===== config.mk =====
export PLATFORM = sky130hd
export DESIGN_NAME = permutation_power_unit
export DESIGN_NICKNAME = d
export VERILOG_FILES = /design/src/hdl/ppow_pkg.sv /design/src/hdl/ppow_ram.sv /design/src/hdl/permutation_power_unit.sv
export SDC_FILE = /design/constraint.sdc
export NUM_CORES = 2
export LEC_CHECK = 0
export ABC_AREA = 1
export CAP_MARGIN = 40
export CORE_MARGIN = 4
export CORE_UTILIZATION = 40
export DETAILED_ROUTE_END_ITERATION = 6
export DONT_BUFFER_PORTS = 1
export GPL_ROUTABILITY_DRIVEN = 0
export GPL_TIMING_DRIVEN = 0
export HOLD_SLACK_MARGIN = 0.06
export SLEW_MARGIN = 20
export SYNTH_ARGS = -nofsm -noshare
export SYNTH_HDL_FRONTEND = slang
export SYNTH_SLANG_ARGS = --single-unit

===== constraint.sdc =====
create_clock -name clk -period 6.3 [get_ports clk]
set_clock_uncertainty 0.05 [all_clocks]
set_input_delay 0.315 -clock clk [delete_from_list [all_inputs] [get_ports clk]]
set_output_delay 0.315 -clock clk [all_outputs]
set_load 0.02 [all_outputs]

===== src/hdl/ppow_pkg.sv =====
`timescale 1ns / 1ps
package ppow_pkg;

  localparam int MAX_LEN = 64;
  localparam int ADDR_W  = $clog2(MAX_LEN);
  localparam int LEN_W   = 7;
  localparam int EXP_W   = 32;

  localparam logic REQ_LOAD    = 1'b0;
  localparam logic REQ_COMPUTE = 1'b1;

  typedef struct packed {
    logic                    req_type;
    logic [5:0]              entry_index;
    logic [5:0]              entry_value;
    logic signed [EXP_W-1:0] exponent;
  } req_t;

  typedef struct packed {
    logic [5:0] result_index;
    logic [5:0] result_value;
    logic       last_entry;
  } res_t;

  typedef enum logic [3:0] {
    ST_IDLE,
    ST_CLR,
    ST_PRD,
    ST_PWR,
    ST_BIT,
    ST_MRR,
    ST_MRA,
    ST_MW,
    ST_SR1,
    ST_SR2,
    ST_SW,
    ST_ORD,
    ST_OUT
  } state_t;

endpackage


===== src/hdl/ppow_ram.sv =====
`timescale 1ns / 1ps
module ppow_ram #(
  parameter int WIDTH = 6,
  parameter int DEPTH = 64
) (
  input  logic                     clk,
  input  logic                     we,
  input  logic [$clog2(DEPTH)-1:0] waddr,
  input  logic [WIDTH-1:0]         wdata,
  input  logic                     re,
  input  logic [$clog2(DEPTH)-1:0] raddr,
  output logic [WIDTH-1:0]         rdata
);

  logic [WIDTH-1:0] mem [DEPTH];

  always_ff @(posedge clk) begin
    if (we) begin
      mem[waddr] <= wdata;
    end
    if (re) begin
      rdata <= mem[raddr];
    end
  end

endmodule


===== src/hdl/permutation_power_unit.sv =====
`timescale 1ns / 1ps
// Channel  | Signals                        | Direction
// req      | req_valid, req_ready, req      | in  (load entry or compute)
// res      | res_valid, res_ready, res      | out (one per position)
// cfg      | cfg_we, cfg_data               | in  (perm_len)
// A load request is taken in the idle state. A compute request writes the identity, then
// the map (its inverse for a negative power), then multiplies and squares over the bits of
// |m|, each step going through the single read port of each map memory, and then offers
// the results in index order, each read from the result store before it is offered.
// Synchronous reset clears control and sets perm_len to 64; the stores are not cleared.
// A stalled result holds; no request is taken until the last result has gone.
module permutation_power_unit (
  input  logic                              clk,
  input  logic                              rst,
  input  logic                              req_valid,
  output logic                              req_ready,
  input  ppow_pkg::req_t                    req,
  output logic                              res_valid,
  input  logic                              res_ready,
  output ppow_pkg::res_t                    res,
  input  logic                              cfg_we,
  input  logic [ppow_pkg::LEN_W-1:0]        cfg_data
);
  import ppow_pkg::*;

  state_t              state, state_next;
  logic [ADDR_W-1:0]   x, x_next;
  logic [EXP_W-1:0]    e, e_next;
  logic                sel, sel_next;
  logic                neg, neg_next;
  logic [LEN_W-1:0]    len;
  logic [LEN_W-1:0]    n_act;
  logic                last_x;

  logic              p_we, p_re, r_we, r_re, a_re, b_we;
  logic [ADDR_W-1:0] p_waddr, p_raddr, r_waddr, r_raddr, a_raddr, b_waddr;
  logic [5:0]        p_wdata, r_wdata, b_wdata;
  logic [5:0]        p_rdata, r_rdata, w0_rdata, w1_rdata, a_rdata;
  logic              w0_we, w1_we;
  logic [5:0]        img;

  always_comb begin
    if (len == '0) begin
      n_act = LEN_W'(1);
    end else if (len > LEN_W'(MAX_LEN)) begin
      n_act = LEN_W'(MAX_LEN);
    end else begin
      n_act = len;
    end
  end

  assign last_x  = (x == ADDR_W'(n_act - LEN_W'(1)));
  assign a_rdata = sel ? w1_rdata : w0_rdata;
  // out-of-range image is a fixed point
  assign img     = ({1'b0, p_rdata} < n_act) ? p_rdata : x;

  always_ff @(posedge clk) begin
    if (rst) begin
      len <= LEN_W'(MAX_LEN);
    end else if (cfg_we) begin
      len <= cfg_data;
    end
  end

  always_ff @(posedge clk) begin
    if (rst) begin
      state <= ST_IDLE;
      x     <= '0;
      e     <= '0;
      sel   <= 1'b0;
      neg   <= 1'b0;
    end else begin
      state <= state_next;
      x     <= x_next;
      e     <= e_next;
      sel   <= sel_next;
      neg   <= neg_next;
    end
  end

  always_comb begin
    state_next = state;
    x_next     = x;
    e_next     = e;
    sel_next   = sel;
    neg_next   = neg;
    req_ready  = 1'b0;
    p_we = 1'b0; p_waddr = req.entry_index; p_wdata = req.entry_value;
    p_re = 1'b0; p_raddr = x;
    r_we = 1'b0; r_waddr = x; r_wdata = x;
    r_re = 1'b0; r_raddr = x;
    a_re = 1'b0; a_raddr = x;
    b_we = 1'b0; b_waddr = x; b_wdata = x;
    w0_we = 1'b0; w1_we = 1'b0;
    case (state)
      ST_IDLE: begin
        req_ready = 1'b1;
        if (req_valid) begin
          if (req.req_type == REQ_LOAD) begin
            p_we = 1'b1;
          end else begin
            neg_next   = req.exponent[EXP_W-1];
            e_next     = req.exponent[EXP_W-1] ? (EXP_W'(0) - EXP_W'(req.exponent))
                                               : EXP_W'(req.exponent);
            x_next     = '0;
            sel_next   = 1'b0;
            state_next = ST_CLR;
          end
        end
      end
      ST_CLR: begin
        // identity into map and accumulator
        w0_we = 1'b1;
        r_we  = 1'b1;
        x_next = last_x ? '0 : x + ADDR_W'(1);
        if (last_x) state_next = ST_PRD;
      end
      ST_PRD: begin
        p_re = 1'b1;
        state_next = ST_PWR;
      end
      ST_PWR: begin
        w0_we = 1'b1;
        b_waddr = neg ? img : x;
        b_wdata = neg ? x : img;
        x_next = last_x ? '0 : x + ADDR_W'(1);
        state_next = last_x ? ST_BIT : ST_PRD;
      end
      ST_BIT: begin
        x_next = '0;
        if (e == '0) begin
          state_next = ST_ORD;
        end else if (e[0]) begin
          state_next = ST_MRR;
        end else begin
          state_next = ST_SR1;
        end
      end
      ST_MRR: begin
        r_re = 1'b1;
        state_next = ST_MRA;
      end
      ST_MRA: begin
        a_re = 1'b1;
        a_raddr = r_rdata;
        state_next = ST_MW;
      end
      ST_MW: begin
        r_we = 1'b1;
        r_wdata = a_rdata;
        x_next = last_x ? '0 : x + ADDR_W'(1);
        if (!last_x) begin
          state_next = ST_MRR;
        end else if ((e >> 1) != '0) begin
          state_next = ST_SR1;
        end else begin
          e_next = '0;
          state_next = ST_BIT;
        end
      end
      ST_SR1: begin
        a_re = 1'b1;
        state_next = ST_SR2;
      end
      ST_SR2: begin
        a_re = 1'b1;
        a_raddr = a_rdata;
        state_next = ST_SW;
      end
      ST_SW: begin
        // square into the other buffer
        b_we = 1'b1;
        b_wdata = a_rdata;
        if (sel) w0_we = 1'b1; else w1_we = 1'b1;
        x_next = last_x ? '0 : x + ADDR_W'(1);
        if (last_x) begin
          sel_next = ~sel;
          e_next = e >> 1;
          state_next = ST_BIT;
        end else begin
          state_next = ST_SR1;
        end
      end
      ST_ORD: begin
        r_re = 1'b1;
        state_next = ST_OUT;
      end
      ST_OUT: begin
        if (res_ready) begin
          x_next = last_x ? '0 : x + ADDR_W'(1);
          state_next = last_x ? ST_IDLE : ST_ORD;
        end
      end
      default: begin
        state_next = ST_IDLE;
      end
    endcase
    if (state == ST_CLR || state == ST_PWR) begin
      w0_we = 1'b1;
    end
    if (b_we == 1'b0 && (state == ST_CLR || state == ST_PWR)) begin
      b_we = 1'b1;
    end
  end

  assign res_valid         = (state == ST_OUT);
  assign res.result_index  = x;
  assign res.result_value  = r_rdata;
  assign res.last_entry    = last_x;

  ppow_ram #(.WIDTH(6), .DEPTH(MAX_LEN)) u_perm (
    .clk(clk), .we(p_we), .waddr(p_waddr), .wdata(p_wdata),
    .re(p_re), .raddr(p_raddr), .rdata(p_rdata)
  );

  ppow_ram #(.WIDTH(6), .DEPTH(MAX_LEN)) u_work0 (
    .clk(clk), .we(w0_we & b_we), .waddr(b_waddr), .wdata(b_wdata),
    .re(a_re & ~sel), .raddr(a_raddr), .rdata(w0_rdata)
  );

  ppow_ram #(.WIDTH(6), .DEPTH(MAX_LEN)) u_work1 (
    .clk(clk), .we(w1_we & b_we), .waddr(b_waddr), .wdata(b_wdata),
    .re(a_re & sel), .raddr(a_raddr), .rdata(w1_rdata)
  );

  ppow_ram #(.WIDTH(6), .DEPTH(MAX_LEN)) u_result (
    .clk(clk), .we(r_we), .waddr(r_waddr), .wdata(r_wdata),
    .re(r_re), .raddr(r_raddr), .rdata(r_rdata)
  );

endmodule


Yosys cells after proc, flatten, opt, wreduce, memory -nomap -nowiden --
Memory sizes are Yosys's and may differ from the RTL's. A register that Yosys moved wholly into a read port is not among the register bits. Index checks and enable logic that the tools add are counted.
Storage, ports and cells: flip-flop bits (word level) 51, RAM bits 1536, input port bits 57, memories kept 4
Memory list:
- u_perm.mem | words 64, bits a word 6, rd ports 1, clocked after Yosys merged registers in 1, wr ports 1, RTL line ppow_ram.sv:15 | logic [WIDTH-1:0] mem [DEPTH];
- u_result.mem | words 64, bits a word 6, rd ports 1, clocked after Yosys merged registers in 1, wr ports 1, RTL line ppow_ram.sv:15
- u_work0.mem | words 64, bits a word 6, rd ports 1, clocked after Yosys merged registers in 1, wr ports 1, RTL line ppow_ram.sv:15
- u_work1.mem | words 64, bits a word 6, rd ports 1, clocked after Yosys merged registers in 1, wr ports 1, RTL line ppow_ram.sv:15
Operators by class: add/subtract/negate cells 3, order comparisons 2, eq/ne operators 20, muxes and demuxes 61, bitwise gates (word level) 6, reduce and logical (&&, ||, !) cells 19
Operator list (count):
- $mux 32 | 6
- $pmux 32 s3 | 1
- $mux 6 | 10
- $pmux 4 s13 | 1
- $mux 4 | 10
- $logic_not 32->1 | 1
- $reduce_bool 32->1 | 1
- $sub 1x32->32 const A | 1
- $mux 1 | 25
- $pmux 6 s2 | 2
- $pmux 6 s4 | 1
- $eq 4x4->1 const B | 5
- $eq 4x3->1 const B | 4
- $mux 7 | 2
- $ne 2x2->1 const B | 6
- $reduce_and 4->1 | 3
- $eq 4x2->1 const B | 2
- $gt 7x7->1 const B | 1
- $logic_not 7->1 | 1
- $lt 6x7->1 | 1
- $add 6x1->6 const B | 1
- $eq 6x6->1 | 1
- $reduce_and 6->1 | 1
- $reduce_or 2->1 | 3
- 16 further kinds | 21

Depth between registers and ports, before layout --
depth in word-level cells 8, gate-level depth with buffers 19, gate-level depth less buffers 19

Modules after synthesis --
A second synthesis with hierarchy kept.
Second synthesis, totals: cells, all modules 6202, area, all modules 68171.6 um^2
By module, submodules not included:
- ppow_ram | instances 4, cells an instance 1376, area each 15990.3 um^2
- permutation_power_unit | instances 1, cells an instance 698, area each 4210.3 um^2

Worst setup path before layout --
OpenSTA, ideal clock, no wires.
kind register to register, start point register len[0], end point memory u_work0.mem[0][0], data pin, library setup time 0.920 ns, arrival time 5.195 ns, data required time 5.330 ns, path slack 0.135 ns, stages on the path, launching flop included 12, period minus slack after synthesis 6.165 ns, cells stage by stage dfxtp_1 > nor2_1 > nand3_1 > nand2_1 > nand2_1 > ha_1 > nand2_1 > nor2_1 > a21oi_2 > nand3_1 > and2_1 > o221ai_1
On the way: cells in the longest elaborated chain, start to end 7, elaborated cells on any way between the ends 8
RTL lines:
- from (decl) | RTL line permutation_power_unit.sv:31 | logic [LEN_W-1:0] len;
- from (signal assigned) | RTL line permutation_power_unit.sv:59 | len <= LEN_W'(MAX_LEN);
- from (signal assigned) | RTL line permutation_power_unit.sv:61 | len <= cfg_data;
- $gt 7x7->1 | RTL line permutation_power_unit.sv:45 | end else if (len > LEN_W'(MAX_LEN)) begin
- $mux 7 | RTL line permutation_power_unit.sv:45
- $mux 7 * | RTL line permutation_power_unit.sv:43 | if (len == '0) begin
- $lt 6x7->1 * | RTL line permutation_power_unit.sv:55 | assign img = ({1'b0, p_rdata} < n_act) ? p_rdata : x;
- $mux 6 * | RTL line permutation_power_unit.sv:55
- $mux 6 * | RTL line permutation_power_unit.sv:125 | b_wdata = neg ? x : img;
- $pmux 6 s2 * | RTL line permutation_power_unit.sv:95 | case (state)
- via b_wdata[0] | RTL line permutation_power_unit.sv:37 | logic [5:0] p_wdata, r_wdata, b_wdata;
- to (decl) | RTL line ppow_ram.sv:15
The timed path passes the listed nets; every way through them passes the cells marked *.

==> impl_metrics.tcl <==
set metrics [dict create \
    rows 150 \
    yosysMostFrequentCell "edfxtp_1" \
    startpoint_type "flip-flop" \
    cp-end-kind "flip-flop" \
    synthArstFlopShare_pct 0 \
    worstSkewPairLatency_ns 0.80 \
    rsz0062_at_grt "no" \
    p_leak_nw 29.4 \
    fillers 14939 \
    max_slew_margin_pct 31.2 \
    synthTopCellsByCount "edfxtp_1 (1560), nand2_1 (1428), nand3_1 (648)" \
    ant_nets 0 \
    cts_htree_levels 4 \
    grt_pass1_wl_um 309000 \
    core_mm2 0.168 \
    drt_pass1_iterations 7 \
    initial_core_util_pct 40.4 \
    place_ws_ns 1.65 \
    power_w 0.0275 \
    die_y_um 420 \
    worst_slack_ns 1.59 \
    io-pin-count 72 \
    clkTransAtPathRegs_ns 0.06 \
    yosys_warnings 0 \
    critical_path_required_ns 6.66 \
    syn_inst 5919 \
    cap_violations 0 \
    min_path_type "in2reg" \
    grt_pass1_vias 45147 \
    grt_usage_pct 24.1 \
    ys_seq_area_share_pct 70.5 \
    fmax_mhz 212 \
    cp_max_fo 10 \
    portBuffers 0 \
    syn-cell-area_mm2 0.0679 \
    drive_gt1_share_pct 10.7 \
    ys.flop_type "edfxtp_1" \
    critPathMaxStageDelay_ns 0.67 \
    clk_path_buf_depth 3 \
    slew_viol_final 0 \
    grt_max_degree 65 \
    die_area_mm2 0.176 \
    setup-tns-final_ns 0 \
    criticalPathCategory "reg2reg" \
    critPathArrivalTime_ns 5.07 \
    setup_viol 0 \
    cts_tree "done" \
    worst_pin_slew_ns 1.03 \
    synth.area.top_cells "edfxtp_1 (69%), nand2_1 (7.9%), nand3_1 (4.8%)" \
    post-dp-hpwl_um 152000 \
    cts_root_buf "clkbuf_16" \
    drc_errors 1 \
    totalWireLength_um 216000 \
    post_drt_wl_per_cell_um 25.0 \
    synth_edf_count 1560 \
    crit_chain "buf_2, inv_1, nand3_1, inv_1, buf_2, buf_1, buf_6, a221oi_1, a31oi_1, nor3_1, nand4_1" \
    synth.top_cell.area_share_pct 69.0 \
    avgSynthCellArea_um2 11.5 \
    hold_viol 0 \
    max-vdd-ir-drop_v 0.000337 \
    synth-seq-cells 1611 \
    yosysTopAreaCell "edfxtp_1" \
    power_density_mw_per_mm2 348 \
    die-width_um 420 \
    post_cts_buffers 0 \
    area_growth_pct 16.4 \
    vias_per_cell 5.54 \
    post-route-min-period_ns 4.71 \
    cpMaxStageDelayCell "nor3_1" \
    synth_cell_types 58 \
    syn-num-nets 5984 \
    outcome "finished, violations left" \
    final_nets 6372 \
    period_share_pct 74.7 \
    grt_overflow 0 \
    violations "DRC" \
    drt_iter0_drc 6183 \
    antenna_found_initial 3 \
    cts_inserted_buffers 162 \
    cts_num_sinks 1611 \
    vias 47859 \
    finish.utilization_pct 47.0 \
]
## critical path, delay by kind of cell, from the launching register on
kind / cells / cell delay [ns]
AO/OA/AOI/OAI: 2 / 0.47
AND/OR/NAND/NOR: 3 / 1.69
buffers and inverters: 6 / 1.60
flip-flops: 1 / 0.49
## metrics by stage
step	instances	hold WS, ns	instance area [um2]
6_report	8642	0.128	79000
3_5_place_dp	8244	0.367	72900
3_3_place_gp	8123	0.368	70600
5_1_grt	8641	0.146	79000
2_1_floorplan	5919	0.364	67900
4_1_cts	8619	0.0634	78900
## registers in the layout, indices dropped and copies added, names as in the netlist
signal          count
e                  32
len                 7
neg                 1
p_raddr             6
sel                 1
state               4
u_perm.mem        384
u_perm.rdata        6
u_result.mem      384
u_result.rdata      6
u_work0.mem       384
u_work0.rdata       6
u_work1.mem       384
u_work1.rdata       6
## metal layers
metal  track usage, %  routed length, um
met1             31.2              82000
met2             38.8             101000
met4             12.0              12100
met5                0                  0
met3             4.95              21200
## cell usage in the layout, fill, tap and decap left out, types with 26 or more instances in the layout
master / instances
a22o_1: 36
o211ai_1: 61
buf_16: 52
a221oi_1: 60
clkbuf_1: 146
inv_1: 641
a22oi_1: 119
clkinv_1: 43
o21ai_0: 99
nand3b_1: 50
edfxtp_1: 1560
inv_2: 29
or2_2: 38
clkbuf_16: 165
nand3_1: 648
a21oi_1: 135
buf_2: 181
nand4_1: 106
nor2_1: 321
clkinv_2: 26
dlygate4sd3_1: 76
nand2_1: 1428
nor3_1: 56
dfxtp_1: 51
buf_6: 40
## cell families (layout without fill, tap and decap cells)
group | Yosys count | in the layout | share of synthesized area (%)
buf+inv | 980 | 1497 | 5.78
mux | 1 | 1 | 0.0147
other cells | 0 | 2 | 0
xor+xnor | 20 | 20 | 0.258
compound gates | 575 | 575 | 5.68
fa+ha+maj | 8 | 8 | 0.147
simple gates | 2724 | 2724 | 17.6
flops | 1611 | 1611 | 70.5
## path summary, 6_finish.rpt
| kind | start | endpoint | slack, ns | cells after the start |
|---|---|---|---|---|
| min | req[41] | u_perm.mem[63][5]$_DFFE_PP_ | 0.13 | 2 |
| min reg2reg | e[10]$_SDFFE_PP0P_ | e[10]$_SDFFE_PP0P_ | 0.43 | 2 |
| max reg2reg | p_raddr[1]$_SDFFE_PP0P_ | u_perm.rdata[2]$_DFFE_PP_ | 1.59 | 11 |
| max | p_raddr[1]$_SDFFE_PP0P_ | u_perm.rdata[2]$_DFFE_PP_ | 1.59 | 11 |
## where the power goes
group	internal [W]	switching (W)
clock network	0.00531	0.00414
logic	0.00157	0.00407
registers	0.0123	0.0000508
total	0.0192	0.00827
## what timing repair did
action	in CTS	in global routing
gates resized for setup	0	0
hold buffers	82	0
endpoints found under the setup margin	0	0
endpoints found under the hold margin	435	0
## final cells by class
type / count / area [um2] / area share, %
Tap cell: 2204 / 2760 / 3.49
Buffer: 303 / 1400 / 1.78
Sequential cell: 1611 / 47900 / 60.6
Antenna cell: 2 / 5.00 / 0.00633
Timing Repair Buffer: 224 / 3050 / 3.85
Multi-Input combinational cell: 3328 / 16300 / 20.6
Inverter: 677 / 2540 / 3.22
Clock inverter: 92 / 792 / 1.00
Clock buffer: 201 / 4310 / 5.46
(Power assumes the default switching activity.)
